[src/rtl/tape_language_interpreter_assert.svh]
// Assertion macros shared by the interpreter RTL.
`ifndef TAPE_LANGUAGE_INTERPRETER_ASSERT_SVH
`define TAPE_LANGUAGE_INTERPRETER_ASSERT_SVH

// Same-cycle implication on clk, disabled while rst is high.
`define TLI_ASSERT_IMPL(lbl, ante, cons, msg) \
  lbl: assert property (@(posedge clk) disable iff (rst) (ante) |-> (cons)) \
    else $error(msg);

// Next-cycle implication on clk, disabled while rst is high.
`define TLI_ASSERT_NEXT(lbl, ante, cons, msg) \
  lbl: assert property (@(posedge clk) disable iff (rst) (ante) |=> (cons)) \
    else $error(msg);

`endif

[src/rtl/tli_ram.sv]
// Generic simple dual-port RAM with registered read data.
`default_nettype none

module tli_ram #(
  parameter int WIDTH = 8,
  parameter int DEPTH = 256
) (
  input  wire logic                     clk,
  input  wire logic                     we,
  input  wire logic [$clog2(DEPTH)-1:0] waddr,
  input  wire logic [WIDTH-1:0]         wdata,
  input  wire logic                     re,
  input  wire logic [$clog2(DEPTH)-1:0] raddr,
  output logic      [WIDTH-1:0]         rdata
);

  logic [WIDTH-1:0] mem [DEPTH];

  // Write port
  always_ff @(posedge clk) begin
    if (we) begin
      mem[waddr] <= wdata;
    end
  end

  // Registered read port, holds between reads
  always_ff @(posedge clk) begin
    if (re) begin
      rdata <= mem[raddr];
    end
  end

endmodule

`default_nettype wire

[config.mk]
export PLATFORM = sky130hd
export DESIGN_NAME = tli_ram
export DESIGN_NICKNAME = d
export VERILOG_FILES = /design/src/rtl/tape_language_interpreter_assert.svh /design/src/rtl/tli_ram.sv
export SDC_FILE = /design/constraint.sdc
export NUM_CORES = 2
export LEC_CHECK = 0
export ABC_AREA = 1
export ABC_CLOCK_PERIOD_IN_PS = 3210
export BUFFER_PORTS_ARGS = -buffer_cell sky130_fd_sc_hd__buf_2
export CORE_MARGIN = 2
export CORE_UTILIZATION = 50
export DETAILED_ROUTE_END_ITERATION = 6
export PLACE_DENSITY = 0.69
export REMOVE_ABC_BUFFERS = 1
export SYNTH_ARGS = -nofsm -noshare
export SYNTH_HDL_FRONTEND = slang
export SYNTH_SLANG_ARGS = --single-unit
[constraint.sdc]
create_clock -name clk -period 3.21 [get_ports clk]
set_clock_uncertainty 0.2 [all_clocks]
set_input_delay 0.1605 -clock clk [delete_from_list [all_inputs] [get_ports clk]]
set_output_delay 0.1605 -clock clk [all_outputs]
set_load 0.01 [all_outputs]
==> results_dict.tcl <==
set metrics [dict create \
    outcome "completed" \
    cp_slowest_cell "dlygate4sd3_1" \
    clk_latency_ns 0.87 \
    synth_compound_area_frac 0 \
    layout-drive-gt1-share 0.0897 \
    path_buf_inv 8 \
    multiInputGateArea_um2 19100 \
    fin_tns_setup_ns 0 \
    yosysWarnings 0 \
    reg2reg_depth 11 \
    synth_top_cells_by_area "edfxtp_1 (74%), nand3_1 (12%), nand2_1 (9.5%)" \
    grt_max_degree 138 \
    drtPass1Iterations 7 \
    avgSynthCellArea_um2 11.9 \
    synth_cell_types 13 \
    nNetsFinal 7138 \
    post_drt_wl_per_cell_um 23.7 \
    rsz0062_at_grt "false" \
    irDropWorstVdd_mv 0.470 \
    clock_path_buffers 3 \
    r2r-end "rdata[3]" \
    h-tree-depth 4 \
    worst-r2r-setup-slack_ns 0.66 \
    vias_per_cell 5.90 \
    cts_made_buffers 195 \
    ctsResizeCount 0 \
    fmax_mhz 356 \
    crit_top_cell "dlygate4sd3_1" \
    end_kind "flip-flop" \
    antenna_found_initial 9 \
    slew_headroom 0.257 \
    fin_total_pwr_mw 56.1 \
    max_cap_viol_count 0 \
    startpoint_type "input pin" \
    ys_seq_area_frac 0.740 \
    r2r_start "mem[171][3]" \
    cp_cell_sequence "dlygate4sd3_1 > buf_2 > inv_1 > nand2_1 > dlygate4sd3_1 > inv_1 > nand2_1 > dlygate4sd3_1 > buf_4 > nor2_1 > buf_4" \
    die_x_um 413 \
    cts_sinks 2056 \
    fin_cells 9472 \
    synth.top_cell.area_share 0.740 \
    yosysTopAreaCell "edfxtp_1" \
    finalMaxSlewViolations 0 \
    synth_common_cells "nand2_1 (2123), edfxtp_1 (2056), nand3_1 (2019)" \
    clockRootBuffer "clkbuf_16" \
    start_util 0.505 \
    tritoncts "built" \
    synth-edff-count 2056 \
    dieArea_um2 170000 \
    gr-total-overflow 0 \
    fin_crit_sh 0.876 \
    crit_required_ns 3.58 \
    period_needed_ns 2.81 \
    dr.first_iter.drc_count 8237 \
    worstMarginPinSlew_ns 1.11 \
    cp_max_fo 10 \
    synth_simple_gate_area_frac 0.229 \
    leakage_nw 32.9 \
    seq_area_um2 61700 \
    synthMuxAreaShare 0 \
    hold_ws_ns 0.0726 \
    hold_viol 0 \
    die_h_um 413 \
    io_pins 35 \
    syn_inst 7003 \
    p_per_area_nw_per_um2 596 \
    hp-class "input pin to flip-flop" \
    cp_top_family "buffers and inverters" \
    yosysMostFrequentCell "nand2_1" \
    place_congestion 0.908 \
    dp_cells 9075 \
    min_from "we" \
    crit_type "input pin to flip-flop" \
    synthArstFlopShare 0 \
    cts.clk_slew.worst_paths_ns 0.07 \
    n_fill_cell 12991 \
    holdPathEnd "mem[182][6]" \
    yosys_most_used_dff "edfxtp_1" \
    syn_area_um2 83500 \
    rows 149 \
    port-buffer-count 34 \
    area_delta_synth_final_pct 12.7 \
    grt_pass1_vias 53253 \
    max_stage_delay_ns 0.64 \
    synthAdderAreaFrac 0 \
    dp_hpwl_um 131000 \
    synth_top_family_by_area "simple AND/OR/NAND/NOR gates" \
    setup_viol_count_final 0 \
    routed_wl_um 224000 \
    yosys_register_bits 2056 \
    utilization 0.569 \
    arrival_ns 3.18 \
    grt_pass1_wl_um 336000 \
    hold_depth 4 \
    post_cts_buffers 0 \
    coreArea_um2 165000 \
    grtUsageTotal 0.262 \
    via_count 55892 \
    yosys.area_share.xor_xnor 0 \
    ant_nets 0 \
    drc_errors 0 \
]
-- worst max path at each step --
stage                  start           to  slack [ns]  cells after the start
finish              waddr[6]  mem[141][6]        0.40                     11
detailed placement  raddr[0]     rdata[4]        0.31                     14
global route        waddr[6]  mem[130][6]        0.35                     11
global placement    raddr[0]     rdata[4]        0.34                     14
floorplan           raddr[0]     rdata[7]       -2.87                     11
CTS                 waddr[6]  mem[130][3]        0.58                     11
-- final cells by class --
type                            instances  area share
Sequential cell                      2056       0.657
Multi-Input combinational cell       4425       0.204
Clock buffer                          235      0.0535
Timing Repair Buffer                  394      0.0407
Tap cell                             2189      0.0291
Clock inverter                        127      0.0145
Inverter                               39     0.00192
Antenna cell                            7    0.000186
-- routing by layer --
layer	share of wire	up-vias	global-route usage
met5	0.00016	-	0
met3	0.099	453	0.0506
met1	0.39	27288	0.365
met2	0.47	3064	0.407
met4	0.039	6	0.108
li1	-	25081	-
-- cells in the final DEF, fill, tap and decap left out, types with 34 or more instances in the layout --
cell type / instances
clkinv_2: 42
nor2_1: 283
buf_12: 62
clkbuf_1: 40
nand3_1: 2019
nand2_1: 2121
buf_4: 271
inv_1: 34
clkinv_1: 42
clkbuf_16: 195
edfxtp_1: 2056
-- sequential cells by signal, summed over array words and instances (netlist names) --
name,count
rdata,8
mem,2048
-- kinds of logic (layout without fill, tap and decap cells) --
logic type / after synthesis / count (layout)
buf+inv: 522 / 795
flops: 2056 / 2056
other cells: 0 / 7
simple gates: 4425 / 4425
-- tightest hold or removal path, delay by kind of cell --
kind          cells  cell delay, ns
buf+inv           2            0.35
simple gates      2            0.39
-- through the flow --
step,area (µm²),setup WS [ns]
global placement,87400,0.340
detailed placement,87400,0.308
floorplan,81000,-2.87
finish,94000,0.398
CTS,94000,0.584
global route,94000,0.350
-- power breakdown --
group          internal [mW]  switching (mW)  total (mW)
logic                  0.889            2.55        3.44
registers               29.6          0.0457        29.6
clock network           12.9            10.1        23.0
-- what timing repair did --
item                                    4_1_cts  5_1_grt
endpoints found under the setup margin        0        0
hold buffers                                 28        0
hold endpoints to repair                   2151        0
(Power assumes the default switching activity.)
