===== config.mk =====
export PLATFORM = sky130hd
export DESIGN_NAME = tli_tape
export DESIGN_NICKNAME = d
export VERILOG_FILES = /design/src/rtl/tape_language_interpreter_assert.svh /design/src/rtl/tli_pkg.sv /design/src/rtl/tli_ram.sv /design/src/rtl/tli_tape.sv
export SDC_FILE = /design/constraint.sdc
export NUM_CORES = 2
export LEC_CHECK = 0
export BUFFER_PORTS_ARGS = -buffer_cell sky130_fd_sc_hd__buf_2
export CAP_MARGIN = 20
export CORE_UTILIZATION = 53
export DETAILED_ROUTE_END_ITERATION = 12
export PLACE_DENSITY = 0.73
export RECOVER_POWER = 50
export SLEW_MARGIN = 30
export SYNTH_ARGS = -nofsm -noshare
export SYNTH_HDL_FRONTEND = slang
export SYNTH_SLANG_ARGS = --single-unit

===== constraint.sdc =====
create_clock -name clk -period 17.8 [get_ports clk]
set_clock_uncertainty 0.15 [all_clocks]
set_input_delay 3.56 -clock clk [delete_from_list [all_inputs] [get_ports clk]]
set_output_delay 3.56 -clock clk [all_outputs]
set_load 0.1 [all_outputs]

===== src/rtl/tape_language_interpreter_assert.svh =====
// Assertion macros shared by the interpreter RTL.
`ifndef TAPE_LANGUAGE_INTERPRETER_ASSERT_SVH
`define TAPE_LANGUAGE_INTERPRETER_ASSERT_SVH

// Same-cycle implication on clk, disabled while rst is high.
`define TLI_ASSERT_IMPL(lbl, ante, cons, msg) \
  lbl: assert property (@(posedge clk) disable iff (rst) (ante) |-> (cons)) \
    else $error(msg);

// Next-cycle implication on clk, disabled while rst is high.
`define TLI_ASSERT_NEXT(lbl, ante, cons, msg) \
  lbl: assert property (@(posedge clk) disable iff (rst) (ante) |=> (cons)) \
    else $error(msg);

`endif


===== src/rtl/tli_pkg.sv =====
// Shared types, codes and constants of the tape language interpreter.
`default_nettype none

package tli_pkg;

  localparam int BUDGET_W          = 17;
  localparam logic [BUDGET_W-1:0] BUDGET_RESET = 17'h10000;

  localparam int TAPE_CELLS_DEF    = 256;
  localparam int PROGRAM_DEPTH_DEF = 1024;
  localparam int LOOP_DEPTH_DEF    = 64;

  // Actions
  localparam logic [1:0] ACT_LOAD  = 2'd0;
  localparam logic [1:0] ACT_STEP  = 2'd1;
  localparam logic [1:0] ACT_CLEAR = 2'd2;

  // Result status codes
  localparam logic [3:0] ST_LOADED     = 4'd0;
  localparam logic [3:0] ST_STEPPED    = 4'd1;
  localparam logic [3:0] ST_CHAR       = 4'd2;
  localparam logic [3:0] ST_DONE       = 4'd3;
  localparam logic [3:0] ST_DONE_QUIET = 4'd4;
  localparam logic [3:0] ST_ABORTED    = 4'd5;
  localparam logic [3:0] ST_BRACKET    = 4'd6;
  localparam logic [3:0] ST_COMMA      = 4'd7;
  localparam logic [3:0] ST_FULL       = 4'd8;
  localparam logic [3:0] ST_OVERFLOW   = 4'd9;

  // Program characters
  localparam logic [7:0] CH_PLUS     = 8'h2B;
  localparam logic [7:0] CH_MINUS    = 8'h2D;
  localparam logic [7:0] CH_RIGHT    = 8'h3E;
  localparam logic [7:0] CH_LEFT     = 8'h3C;
  localparam logic [7:0] CH_LBRACK   = 8'h5B;
  localparam logic [7:0] CH_RBRACK   = 8'h5D;
  localparam logic [7:0] CH_COMMA    = 8'h2C;
  localparam logic [7:0] CH_DOT      = 8'h2E;
  localparam logic [7:0] CH_QUESTION = 8'h3F;
  localparam logic [7:0] PRINT_MIN   = 8'd9;

  typedef struct packed {
    logic [1:0] action;
    logic [7:0] code_byte;
  } in_item_t;

  typedef struct packed {
    logic [3:0] status;
    logic [7:0] out_char;
  } out_item_t;

  // Tape commands from the sequencer
  typedef struct packed {
    logic rd;
    logic inc;
    logic dec;
    logic clr;
  } tape_cmd_t;

endpackage

`default_nettype wire


===== src/rtl/tli_ram.sv =====
// Generic simple dual-port RAM with registered read data.
`default_nettype none

module tli_ram #(
  parameter int WIDTH = 8,
  parameter int DEPTH = 256
) (
  input  wire logic                     clk,
  input  wire logic                     we,
  input  wire logic [$clog2(DEPTH)-1:0] waddr,
  input  wire logic [WIDTH-1:0]         wdata,
  input  wire logic                     re,
  input  wire logic [$clog2(DEPTH)-1:0] raddr,
  output logic      [WIDTH-1:0]         rdata
);

  logic [WIDTH-1:0] mem [DEPTH];

  // Write port
  always_ff @(posedge clk) begin
    if (we) begin
      mem[waddr] <= wdata;
    end
  end

  // Registered read port, holds between reads
  always_ff @(posedge clk) begin
    if (re) begin
      rdata <= mem[raddr];
    end
  end

endmodule

`default_nettype wire


===== src/rtl/tli_tape.sv =====
// Tape memory with in-place increment/decrement and a zeroing sweep.
`default_nettype none

module tli_tape #(
  parameter int TAPE_CELLS = tli_pkg::TAPE_CELLS_DEF
) (
  input  wire logic                          clk,
  input  wire logic                          rst,
  input  wire tli_pkg::tape_cmd_t            cmd,
  input  wire logic [$clog2(TAPE_CELLS)-1:0] addr,
  output logic      [7:0]                    rdata,
  output logic                               busy
);

  localparam int TA_W = $clog2(TAPE_CELLS);

  logic            sweeping;
  logic [TA_W-1:0] sweep_addr;
  logic            ram_we;
  logic [TA_W-1:0] ram_waddr;
  logic [7:0]      ram_wdata;

  // Zero every cell after reset and after a clear
  always_ff @(posedge clk) begin
    if (rst) begin
      sweeping   <= 1'b1;
      sweep_addr <= '0;
    end else if (cmd.clr) begin
      sweeping   <= 1'b1;
      sweep_addr <= '0;
    end else if (sweeping) begin
      if (sweep_addr == TA_W'(TAPE_CELLS - 1)) begin
        sweeping <= 1'b0;
      end
      sweep_addr <= sweep_addr + TA_W'(1);
    end
  end

  // Write back the modified cell, read data still holds the old value
  always_comb begin
    ram_we    = sweeping | cmd.inc | cmd.dec;
    ram_waddr = sweeping ? sweep_addr : addr;
    if (sweeping) begin
      ram_wdata = '0;
    end else if (cmd.inc) begin
      ram_wdata = rdata + 8'd1;
    end else begin
      ram_wdata = rdata - 8'd1;
    end
  end

  tli_ram #(
    .WIDTH (8),
    .DEPTH (TAPE_CELLS)
  ) u_tape_ram (
    .clk   (clk),
    .we    (ram_we),
    .waddr (ram_waddr),
    .wdata (ram_wdata),
    .re    (cmd.rd),
    .raddr (addr),
    .rdata (rdata)
  );

  assign busy = sweeping;

endmodule

`default_nettype wire


==> flow_metrics.py <==
metrics = {
    "run_status": {
        "run_status": "finished, violations left",
        "failed_checks": "max-capacitance violations, max-slew violations",
    },
    "setup_path": {
        "critical_path_cell_count": 13,
        "critical_path_launch_point_type": "input port",
        "timing.setup.critical_path_class": "in2reg",
        "cp.required_ns": 17.88,
        "timing.reg2reg.setup_slack_ns": 6.83,
        "critical_path_arrival_ns": 12.12,
        "worstPathCellList": "clkbuf_1, inv_1, ha_1, a21o_1, a21oi_1, o21ai_0, a21oi_1, xor2_1, nor2_4, clkbuf_1, clkbuf_1, clkbuf_1, clkbuf_1",
        "timing.rr.start": "busy",
        "cp_max_fo": 68,
        "crit_buf_inv": 6,
        "startpoint": "cmd[2]",
        "critical_path.top_delay_family": "buffers and inverters",
        "worstRegToRegCells": 5,
        "r2r_end": "u_tape_ram.mem[54][0]",
        "most_prevalent_standard_cell_on_the_critical_path": "sky130_fd_sc_hd__clkbuf_1",
        "timing.critical_path.to_type": "flop",
        "crit_path_end": "u_tape_ram.mem[189][5]",
        "worst_path_slowest_cell": "sky130_fd_sc_hd__clkbuf_1",
        "critPathMaxStageDelay_ns": 2.32,
    },
    "global_route": {
        "grt_max_degree": 241,
        "gr-total-overflow": 0,
        "grt_pass1_vias": 38900,
        "grtUsageTotal_pct": 24.7,
        "grt_first_pass_wirelength_um": 270000,
        "initial_antenna_violation_count": 6,
    },
    "clock_network": {
        "max-clock-path-buffers": 3,
        "worstSkewPairLatency_ns": 0.83,
        "clock_tree.root_cell": "sky130_fd_sc_hd__clkbuf_16",
        "tritoncts.num_buffers": 197,
        "postCtsResizedCells": 0,
        "clock_input_transition_at_the_sequential_cells_of_the_worst_setup_and_hold_paths_ns": 0.07,
        "cts-hold-fix-buffers": 0,
        "tritoncts": "built",
        "htree_levels": 4,
        "tritoncts_num_sinks": 2065,
        "cts_setup_buffers": 0,
    },
    "synth": {
        "postSynthAreaPerCell_um2": 21.5,
        "synth-simple-area-share_pct": 2.62,
        "synth_async_sr_flop_share_pct": 0,
        "synthesized_flop_and_latch_total": 2065,
        "synth-adder-area-share_pct": 0.135,
        "area_of_the_mapped_netlist_um2": 80000,
        "synth.area.mux_share_pct": 14.8,
        "ys_seq_area_share_pct": 77.4,
        "main_combinational_cell_family_by_area_after_synthesis": "multiplexers",
        "syn_nets": 3740,
        "ys.warnings.count": 0,
        "synth-main-ff-cell": "sky130_fd_sc_hd__edfxtp_1",
        "synthDistinctLibCells": 61,
        "yosys.area_share.xor_xnor_pct": 0.0657,
        "leading_post_synthesis_cells_by_cell_area": "sky130_fd_sc_hd__edfxtp_1, sky130_fd_sc_hd__mux4_2, sky130_fd_sc_hd__nor2_1",
        "synth-edff-count": 2056,
        "synth_top_cells_by_count": "sky130_fd_sc_hd__edfxtp_1, sky130_fd_sc_hd__mux4_2, sky130_fd_sc_hd__nor2_1",
        "synthesized_instance_count": 3718,
        "netlist.top_cell.by_area": "sky130_fd_sc_hd__edfxtp_1",
        "yosys.area.top_type_share_pct": 77.2,
        "synth.most_common_cell": "sky130_fd_sc_hd__edfxtp_1",
        "synth-compound-area-share_pct": 3.22,
    },
    "power_and_ir_drop": {
        "finalPower_uw": 9730,
        "power.static_leakage_uw": 0.0275,
        "irDropWorstVdd_mv": 0.0801,
        "powerDensity_nw_per_um2": 110,
    },
    "sta": {
        "setup_viol": 0,
        "worst_slew_pin_slew_ns": 4.98,
        "aggregate_negative_setup_slack_ns": 0,
        "achievable-frequency_mhz": 83.0,
        "finalCriticalPeriod_ns": 12.04,
        "finalCritPeriodShare_pct": 67.7,
        "slew-limit-headroom_pct": -232,
        "setup_slack_ns": 5.76,
        "unrepaired_setup_endpoints_after_global_routing": "false",
        "timing_hold_violations_final": 0,
        "slew_violations": 1641,
    },
    "finish": {
        "layoutNonFillerInstCount": 5971,
        "nets": 3813,
        "fin_area_um2": 88300,
        "post_route_cells_drive_above_1_share_pct": 21.3,
        "areaGrowthSynthToFinish_pct": 10.4,
    },
    "job": {
        "max_cap_viol_count": 28,
    },
    "floorplanning": {
        "ioPinCount": 23,
        "initial_utilization_pct": 53.4,
        "die-height_um": 390,
        "fp.coreArea_um2": 150000,
        "core.rowCount": 142,
        "die-area_um2": 152000,
        "die_x_um": 390,
    },
    "drt": {
        "route.detailed.vias_per_inst": 6.53,
        "routed_wl_um": 187000,
        "drtIter0Drc": 5054,
        "total_drc_errors_in_the_routed_layout": 0,
        "route.vias.total": 39000,
        "ant_nets": 0,
        "detailedRoute.firstPassIterationCount": 7,
        "wl_per_cell_um": 31.3,
    },
    "placement": {
        "pre_cts_ws_ns": 8.65,
        "place_inst": 5603,
        "dp_hpwl_um": 109000,
        "dpl_cell_area_um2": 82100,
        "placement.io_buffers": 22,
        "finalWeightedCongestion": 0.863,
    },
    "worst_hold_path": {
        "class_of_the_worst_hold_path": "reg2reg",
    },
}
## layout by cell type, fill, tap and decap left out, types with 37 or more instances in the layout
cell type                   netlist  layout
sky130_fd_sc_hd__mux2i_1         75      75
sky130_fd_sc_hd__clkbuf_16        0     199
sky130_fd_sc_hd__edfxtp_1      2056    2056
sky130_fd_sc_hd__nor2_1         277     270
sky130_fd_sc_hd__clkinv_1         0      54
sky130_fd_sc_hd__buf_4           31      41
sky130_fd_sc_hd__a21oi_1         37      37
sky130_fd_sc_hd__o22ai_1         83      83
sky130_fd_sc_hd__nand2_1         57      57
sky130_fd_sc_hd__a22oi_1        109     109
sky130_fd_sc_hd__clkbuf_1        89      76
sky130_fd_sc_hd__mux4_2         473     473
## worst reg2reg max path: stages (launching register included)
cell                       delay, ns
sky130_fd_sc_hd__dfxtp_2        0.31
sky130_fd_sc_hd__clkbuf_1       0.99
sky130_fd_sc_hd__nor2_1         1.81
sky130_fd_sc_hd__clkbuf_1       1.83
sky130_fd_sc_hd__clkbuf_1       2.42
sky130_fd_sc_hd__clkbuf_1       2.63
## cell families after synthesis
logic type      count (synthesis)
compound gates                355
xor+xnor                        6
fa+ha+maj                       8
buf+inv                       238
flops                        2065
mux                           565
simple gates                  481
## registers in the layout (all words and copies together), names as in the netlist
register          flops
u_tape_ram.mem     2048
u_tape_ram.rdata      8
busy                  1
sweep_addr            8
## area by class of cell
type / instances / area [um2]
Timing Repair Buffer: 99 / 678
Clock buffer: 235 / 5110
Fill cell: 10300 / 61500
Inverter: 13 / 48.8
Tap cell: 2016 / 2520
Multi-Input combinational cell: 1415 / 16800
Sequential cell: 2065 / 61900
Clock inverter: 127 / 1160
Antenna cell: 1 / 2.50
## layer usage
metal  up-vias  share of wire (%)  global-route usage [%]
li1      15800                  -                       -
met1     20400                 38                    34.6
met2      2311                 47                    37.8
met3       364                 11                    5.94
met4         8                3.9                    9.52
met5         -              0.030                       0
## worst min-delay path by stage
| stage | from | endpoint | slack (ns) | cells past startpoint |
|---|---|---|---|---|
| 6_report | sweep_addr[0] | sweep_addr[0] | 0.41 | 2 |
| 5_1_grt | sweep_addr[0] | sweep_addr[0] | 0.43 | 2 |
| 4_1_cts | sweep_addr[0] | sweep_addr[0] | 0.40 | 2 |
| 3_5_place_dp | sweep_addr[0] | sweep_addr[0] | 0.39 | 2 |
| 3_3_place_gp | sweep_addr[0] | sweep_addr[0] | 0.38 | 2 |
| 2_1_floorplan | sweep_addr[0] | sweep_addr[0] | 0.35 | 2 |
## per-stage QoR
| step | util (%) | hold WS, ns |
|---|---|---|
| 5_1_grt | 58.9 | 0.426 |
| 2_1_floorplan | - | 0.350 |
| 3_3_place_gp | 54.7 | 0.378 |
| 3_5_place_dp | 54.8 | 0.388 |
| 4_1_cts | 59.0 | 0.401 |
| 6_report | 58.9 | 0.405 |
## where the power goes
part           switching [uW]  leakage, uW  internal, uW
clock                    1790      0.00305          2300
sequential               6.66       0.0192          5270
combinational             220      0.00521           144
No activity file was read; power rests on OpenSTA's default activity.
